## config.mk

```make
export PLATFORM = sky130hd
export DESIGN_NAME = days_between_dates
export DESIGN_NICKNAME = d
export VERILOG_FILES = /design/src/dbd_pkg.sv /design/src/dbd_ordinal.sv /design/src/days_between_dates.sv
export SDC_FILE = /design/constraint.sdc
export NUM_CORES = 1
export LEC_CHECK = 0
export BUFFER_PORTS_ARGS = -buffer_cell sky130_fd_sc_hd__buf_2
export CAP_MARGIN = 20
export CORE_AREA = 2 2 285 259
export CTS_CLUSTER_DIAMETER = 30
export DETAILED_ROUTE_END_ITERATION = 10
export DIE_AREA = 0 0 287 261
export GPL_ROUTABILITY_DRIVEN = 0
export PLACE_DENSITY = 0.55
export SETUP_SLACK_MARGIN = 0.5
export SYNTH_ARGS = -nofsm -noshare
export SYNTH_HDL_FRONTEND = slang
export SYNTH_SLANG_ARGS = --single-unit
```

## constraint.sdc

```tcl
create_clock -name clk -period 11.8 [get_ports clk]
set_input_delay 1.18 -clock clk [delete_from_list [all_inputs] [get_ports clk]]
set_output_delay 1.18 -clock clk [all_outputs]
set_load 0.05 [all_outputs]
```

## src/dbd_pkg.sv

```systemverilog
package dbd_pkg;

  localparam int unsigned DAY_W   = 6;
  localparam int unsigned MONTH_W = 4;
  localparam int unsigned YEAR_W  = 14;
  localparam int unsigned COUNT_W = 22;
  localparam int unsigned ORD_W   = 23;
  localparam int unsigned DBM_W   = 9;
  localparam int unsigned CENT_W  = 8;

  localparam int unsigned MAX_YEAR = 10000;

  // floor(n / 100) = (n * DIV100_MUL) >> DIV100_SHIFT for every 14-bit n.
  localparam int unsigned DIV100_SHIFT = 20;
  localparam int unsigned DIV100_MUL   = 10486;
  localparam int unsigned PROD_W       = 2 * YEAR_W;

  localparam logic [MONTH_W-1:0] FEB = MONTH_W'(2);
  localparam logic [MONTH_W-1:0] DEC = MONTH_W'(12);

  typedef enum logic [1:0] {
    ST_OK        = 2'd0,
    ST_START_BAD = 2'd1,
    ST_END_BAD   = 2'd2,
    ST_ORDER     = 2'd3
  } dbd_status_t;

  // Stage advance strobes shared by both date units.
  typedef struct packed {
    logic s1;
    logic s2;
    logic s3;
  } dbd_adv_t;

  function automatic logic [DAY_W-1:0] month_len(input logic [MONTH_W-1:0] m);
    logic [DAY_W-1:0] len;
    case (m)
      4'd1, 4'd3, 4'd5, 4'd7, 4'd8, 4'd10, 4'd12: len = DAY_W'(31);
      4'd4, 4'd6, 4'd9, 4'd11:                    len = DAY_W'(30);
      4'd2:                                       len = DAY_W'(28);
      default:                                    len = '0;
    endcase
    return len;
  endfunction

  function automatic logic [DBM_W-1:0] days_before_month(input logic [MONTH_W-1:0] m);
    logic [DBM_W-1:0] dbm;
    case (m)
      4'd2:    dbm = DBM_W'(31);
      4'd3:    dbm = DBM_W'(59);
      4'd4:    dbm = DBM_W'(90);
      4'd5:    dbm = DBM_W'(120);
      4'd6:    dbm = DBM_W'(151);
      4'd7:    dbm = DBM_W'(181);
      4'd8:    dbm = DBM_W'(212);
      4'd9:    dbm = DBM_W'(243);
      4'd10:   dbm = DBM_W'(273);
      4'd11:   dbm = DBM_W'(304);
      4'd12:   dbm = DBM_W'(334);
      default: dbm = '0;
    endcase
    return dbm;
  endfunction

endpackage

```

## src/dbd_ordinal.sv

```systemverilog
module dbd_ordinal
  import dbd_pkg::*;
(
  input  logic               clk,
  input  dbd_adv_t           adv,
  input  logic [DAY_W-1:0]   day,
  input  logic [MONTH_W-1:0] month,
  input  logic [YEAR_W-1:0]  year,
  output logic [ORD_W-1:0]   ordinal,
  output logic               ok
);

  // Stage 1: validity without the leap rule, and the century reciprocal product.
  logic [YEAR_W-1:0]  n_in;
  logic [DAY_W-1:0]   lim;
  logic               base_ok;

  logic [YEAR_W-1:0]  s1_n;
  logic [PROD_W-1:0]  s1_prod;
  logic               s1_ok;
  logic               s1_feb29;
  logic               s1_after_feb;
  logic [DAY_W-1:0]   s1_day;
  logic [DBM_W-1:0]   s1_dbm;
  logic [1:0]         s1_ylo;

  assign n_in = year - YEAR_W'(1);
  assign lim  = (month == FEB) ? DAY_W'(29) : month_len(month);
  assign base_ok = (day != '0) && (month != '0) && (month <= DEC) && (year != '0) &&
                   (year <= YEAR_W'(MAX_YEAR)) && (day <= lim);

  always_ff @(posedge clk) begin
    if (adv.s1) begin
      s1_n         <= n_in;
      s1_prod      <= PROD_W'(n_in) * PROD_W'(DIV100_MUL);
      s1_ok        <= base_ok;
      s1_feb29     <= (month == FEB) && (day == DAY_W'(29));
      s1_after_feb <= (month > FEB);
      s1_day       <= day;
      s1_dbm       <= days_before_month(month);
      s1_ylo       <= year[1:0];
    end
  end

  // Stage 2: centuries, the remainder test and the whole-year days.
  logic [CENT_W-1:0]  cent;
  logic [YEAR_W-1:0]  rem100;

  logic [YEAR_W-1:0]  s2_n;
  logic [CENT_W-1:0]  s2_cent;
  logic               s2_r99;
  logic [ORD_W-1:0]   s2_n365;
  logic               s2_ok;
  logic               s2_feb29;
  logic               s2_after_feb;
  logic [DAY_W-1:0]   s2_day;
  logic [DBM_W-1:0]   s2_dbm;
  logic [1:0]         s2_ylo;

  assign cent   = s1_prod[DIV100_SHIFT +: CENT_W];
  assign rem100 = s1_n - YEAR_W'(cent) * YEAR_W'(100);

  always_ff @(posedge clk) begin
    if (adv.s2) begin
      s2_n         <= s1_n;
      s2_cent      <= cent;
      // n = year - 1, so the year is a whole century when n leaves 99.
      s2_r99       <= (rem100 == YEAR_W'(99));
      s2_n365      <= ORD_W'(s1_n) * ORD_W'(365);
      s2_ok        <= s1_ok;
      s2_feb29     <= s1_feb29;
      s2_after_feb <= s1_after_feb;
      s2_day       <= s1_day;
      s2_dbm       <= s1_dbm;
      s2_ylo       <= s1_ylo;
    end
  end

  // Stage 3: leap rule and the ordinal sum.
  logic               leap;
  logic [ORD_W-1:0]   ord_sum;

  // For a century year, year / 100 is cent + 1, so it is a multiple of four
  // exactly when the low bits of cent are both set.
  assign leap = (s2_ylo == 2'b00) && (!s2_r99 || (s2_cent[1:0] == 2'b11));

  assign ord_sum = s2_n365 + ORD_W'(s2_n >> 2) - ORD_W'(s2_cent) + ORD_W'(s2_cent >> 2) +
                   ORD_W'(s2_dbm) + ORD_W'(s2_day) + ORD_W'(s2_after_feb && leap);

  always_ff @(posedge clk) begin
    if (adv.s3) begin
      ordinal <= ord_sum;
      ok      <= s2_ok && (!s2_feb29 || leap);
    end
  end

endmodule

```

## src/days_between_dates.sv

```systemverilog
// Days between two Gregorian dates. Each word carries a start and an end date;
// the result word carries the day count and a status (ok, start invalid, end
// invalid, end before start), with a zero count whenever the status is not ok.
// A new word is taken every cycle while in_ready is high. Its result is built up in registered steps:
// three stages turn each date into an ordinal day number (the century division
// is a reciprocal multiply followed by a remainder test) and the output
// register holds the compare and subtract. A stalled output holds the pipeline
// back only as far as its bubbles are used up.
module days_between_dates
  import dbd_pkg::*;
(
  input  logic               clk,
  input  logic               rst,
  input  logic               in_valid,
  output logic               in_ready,
  input  logic [DAY_W-1:0]   start_day,
  input  logic [MONTH_W-1:0] start_month,
  input  logic [YEAR_W-1:0]  start_year,
  input  logic [DAY_W-1:0]   end_day,
  input  logic [MONTH_W-1:0] end_month,
  input  logic [YEAR_W-1:0]  end_year,
  output logic               out_valid,
  input  logic               out_ready,
  output logic [COUNT_W-1:0] day_count,
  output logic [1:0]         status
);

  logic       v1, v2, v3;
  logic       free4;
  dbd_adv_t   adv;

  // A stage may load when it is empty or its word moves on in this cycle.
  assign free4   = !out_valid || out_ready;
  assign adv.s3  = !v3 || free4;
  assign adv.s2  = !v2 || adv.s3;
  assign adv.s1  = !v1 || adv.s2;
  assign in_ready = adv.s1;

  always_ff @(posedge clk) begin
    if (rst) begin
      v1        <= 1'b0;
      v2        <= 1'b0;
      v3        <= 1'b0;
      out_valid <= 1'b0;
    end else begin
      if (adv.s1) v1 <= in_valid;
      if (adv.s2) v2 <= v1;
      if (adv.s3) v3 <= v2;
      if (free4)  out_valid <= v3;
    end
  end

  logic [ORD_W-1:0] start_ord, end_ord;
  logic             start_ok, end_ok;

  dbd_ordinal u_start (
    .clk     (clk),
    .adv     (adv),
    .day     (start_day),
    .month   (start_month),
    .year    (start_year),
    .ordinal (start_ord),
    .ok      (start_ok)
  );

  dbd_ordinal u_end (
    .clk     (clk),
    .adv     (adv),
    .day     (end_day),
    .month   (end_month),
    .year    (end_year),
    .ordinal (end_ord),
    .ok      (end_ok)
  );

  logic [ORD_W-1:0] diff;
  dbd_status_t      st_next;

  assign diff = end_ord - start_ord;

  always_comb begin
    if (!start_ok) begin
      st_next = ST_START_BAD;
    end else if (!end_ok) begin
      st_next = ST_END_BAD;
    end else if (end_ord < start_ord) begin
      st_next = ST_ORDER;
    end else begin
      st_next = ST_OK;
    end
  end

  always_ff @(posedge clk) begin
    if (free4) begin
      status    <= st_next;
      day_count <= (st_next == ST_OK) ? diff[COUNT_W-1:0] : '0;
    end
  end

  a_zero_on_error: assert property (@(posedge clk) disable iff (rst)
    out_valid && (status != ST_OK) |-> day_count == '0)
    else $error("nonzero day count with an error status");

  a_ready_when_empty: assert property (@(posedge clk) disable iff (rst)
    !out_valid |-> in_ready)
    else $error("input stalled while the output register is empty");

  a_reset_clears: assert property (@(posedge clk)
    rst |=> !out_valid && !v1 && !v2 && !v3)
    else $error("pipeline not empty after reset");

  a_stage3_holds: assert property (@(posedge clk) disable iff (rst)
    v3 && !free4 |=> v3 && $stable(start_ord) && $stable(end_ord))
    else $error("last date stage lost its word during a stall");

endmodule
```

==> flow_summary.yaml <==
run_status:
  run_status: "completed"
sta:
  skew_ns: 0.0204
  period_minus_slack_ns: 7.40
  maxSlewViolCount: 0
  tightest_slew_ns: 1.02
  finalCritPeriodShare_pct: 62.7
  clock.fmax_mhz: 135
  setup_violations: 0
  slew_headroom_pct: 31.5
  fin_tns_setup_ns: 0
  report.final.hold_viol_count: 0
  rsz0062_at_grt: "false"
clocking:
  clock_path_buffers: 3
  clock-root-buffer: "clkbuf_16"
  ctsResizeCount: 0
  cts_tree: "done"
  post_cts_buffers: 0
  hold_buffers: 0
  numCtsBuffers: 71
  clk_pin_slew_ns: 0.04
  insertion_delay_ns: 0.59
  htree_levels: 3
  cts_sinks: 288
floorplan:
  die_x_um: 287
  start_util_pct: 40.6
  coreArea_sq_um: 72200
  fp-row-count: 94
  pin_count: 78
  die-area_sq_um: 74900
  die_h_um: 261
placed_design:
  dp_hpwl_um: 51600
  io_buffers: 77
  place_area_sq_um: 30900
  dp.cells: 3743
worst_hold_path:
  hold_path.class: "flip-flop to flip-flop"
job:
  max_cap_violations: 0
critical_path:
  start_kind: "input port"
  path_buf_inv: 5
  cp-end-kind: "flip-flop"
  cp_cell_sequence: "buf_2 > inv_1 > ha_1 > nor3b_1 > nand2_1 > or2_2 > nor4_1 > xnor2_1 > inv_1 > ha_1 > fa_1 > fa_1 > fa_1 > inv_1 > fa_1 > inv_1 > ha_1 > a21o_1 > a2111oi_4 > a21oi_2 > a2111oi_4 > o21bai_2 > a21oi_2 > xnor2_1"
  crit_fanout: 7
  crit_arrival_ns: 7.72
  crit_required_ns: 12.12
  crit_type: "input port to flip-flop"
  max_stage_delay_ns: 0.54
  path_delay_family: "adder cells"
  cp_slowest_cell: "fa_1"
cells_and_area:
  multi_input_area_sq_um: 18200
  drive_gt1_share_pct: 7.83
  final_area_sq_um: 33300
  nets: 3707
  fill_cells: 6711
  final-seq-area_sq_um: 8610
  syn_to_final_growth_pct: 13.7
  stdcell_count: 3883
synthesis:
  synth_top_area_share_pct: 29.1
  synthCells: 2720
  syn_nets: 3569
  syn_avg_cell_area_sq_um: 10.8
  yosysUniqueCellTypes: 80
  synth.cell_area_sq_um: 29300
  yosys_warnings: 0
  async_flop_share_pct: 0
  synth.largest_area_cell: "edfxtp_1"
  synth_flop_cell: "edfxtp_1"
  synth_area_leaders: "edfxtp_1 (29%), ha_1 (22%), fa_1 (19%), inv_1 (8.3%), xnor2_1 (3.0%)"
  ys_ff_latch: 288
  synth_edf_count: 284
  synth_seq_area_share_pct: 29.3
detailed_routing:
  drt_iter0_markers: 999
  num_vias: 19000
  ant_nets: 0
  detail_route.vias_per_cell: 4.89
  wl_per_cell_um: 16.0
  routed_wl_um: 62000
  drtPass1Iterations: 5
  drc: 0
global_routing:
  grt-ovfl-total: 0
  grt_pass1_wl_um: 103000
  antenna_found_initial: 18
  grt_use_total_pct: 17.2
  grt_max_degree: 74
  first_global_vias: 20000
routing by layer:
metal / track usage [%] / vias to the layer above / routed length, um
met1: 24.9 / 9154 / 31000
li1: - / 9385 / -
met2: 26.1 / 314 / 26500
met4: 5.53 / 8 / 1740
met5: 0 / - / 39
met3: 3.41 / 113 / 2730
final timing paths:
kind | end | start | cells after the start | slack, ns
setup / recovery | u_start.s1_prod[25]$_DFFE_PP_ | start_year[0] | 24 | 4.40
hold / removal | u_start.s2_day[2]$_DFFE_PP_ | u_start.s1_day[2]$_DFFE_PP_ | 0 | 0.41
setup reg to reg | u_start.s2_n365[19]$_DFFE_PP_ | u_start.s1_n[7]$_DFFE_PP_ | 15 | 6.94
hold reg to reg | u_start.s2_day[2]$_DFFE_PP_ | u_start.s1_day[2]$_DFFE_PP_ | 0 | 0.41
worst reg2reg max path, stage by stage (launching register included):
cell       delay, ns
edfxtp_1        0.55
ha_1            0.44
fa_1            0.56
inv_1           0.05
fa_1            0.47
fa_1            0.55
inv_1           0.04
ha_1            0.32
nor2b_1         0.15
o21ai_1         0.08
a21boi_1        0.32
o21ai_1         0.13
a31oi_1         0.30
o41a_1          0.29
mux2_1          0.34
o2111ai_1       0.10
cell type report:
class                      count  area share, %
multi-input combinational   1766           54.6
clock buffer                  86           5.62
tap                          960           3.60
sequential                   288           25.8
inverter                     647           7.29
clock inverter                41           1.53
antenna                       11         0.0826
timing repair buffer          84           1.41
cells in the final DEF (no fill, tap or decap), types with 13 or more instances in the layout:
master,instances
inv_1,646
nand2b_1,16
and3_1,15
xor2_1,71
a31oi_1,17
nand3_1,38
nor3_1,32
edfxtp_1,284
nor2b_1,32
a21oi_1,97
a21o_1,60
clkbuf_1,13
nor2_1,125
fa_1,273
o21bai_1,19
xnor2_1,101
clkbuf_16,73
ha_1,524
o21ai_0,69
nand4_1,16
nand2_1,82
buf_2,77
cells in the mapped netlist (4+ instances only):
cell type and number:
nor3_1 32, edfxtp_1 284, a211oi_1 7, a31oi_1 17
o21ai_0 69, o21ai_1 5, a211o_1 6, o31ai_1 5
a31o_2 5, inv_1 647, nor3b_1 6, a2111oi_0 7
fa_1 273, o22ai_1 5, a21o_1 60, and3_1 15
or3_1 4, xnor2_1 101, nand4_1 16, nand2b_1 16
xor2_1 71, mux2i_1 9, nand3b_1 7, nand3_1 38
nand2_1 84, ha_1 524, nor2b_1 32, o21a_1 8
a21oi_1 97, and2_1 9, o2111ai_1 4, a21oi_2 4
dfxtp_1 4, nand4b_1 4, clkbuf_1 16, nor4_1 11
nor2_1 125, or2_2 6, a21boi_0 5, o21bai_1 19
logic make-up (layout without fill, tap and decap cells):
| group | count (synthesis) | count (layout) | synth area share [%] |
|---|---|---|---|
| compound gates | 360 | 360 | 8.21 |
| other cells | 0 | 11 | 0 |
| simple gates | 423 | 423 | 7.22 |
| buf+inv | 666 | 858 | 8.58 |
| flops | 288 | 288 | 29.3 |
| xor+xnor | 172 | 172 | 5.14 |
| fa+ha+maj | 797 | 797 | 41.0 |
| mux | 14 | 14 | 0.537 |
state kept, by name (all words and copies together) (netlist names), 6 cells and up:
register and cells:
day_count 22, u_end.ordinal 23, u_end.s1_day 6, u_end.s1_dbm 9, u_end.s1_n 14, u_end.s1_prod 8, u_end.s2_cent 8, u_end.s2_day 6
u_end.s2_dbm 9, u_end.s2_n 12, u_end.s2_n365 23, u_start.ordinal 23, u_start.s1_day 6, u_start.s1_dbm 9, u_start.s1_n 14, u_start.s1_prod 8
u_start.s2_cent 8, u_start.s2_day 6, u_start.s2_dbm 9, u_start.s2_n 12, u_start.s2_n365 23
per-stage QoR:
stage,hold slack [ns],util [%],worst slack [ns]
final,0.412,46.2,4.40
after global routing,0.418,46.2,4.01
after CTS,0.413,46.1,4.42
after detailed placement,0.405,42.8,3.83
after global placement,0.405,42.8,3.98
after floorplan,0.400,-,4.38
Power is not shown: default switching activity piles up to over one toggle a cycle in this logic, so the estimate is an artifact.
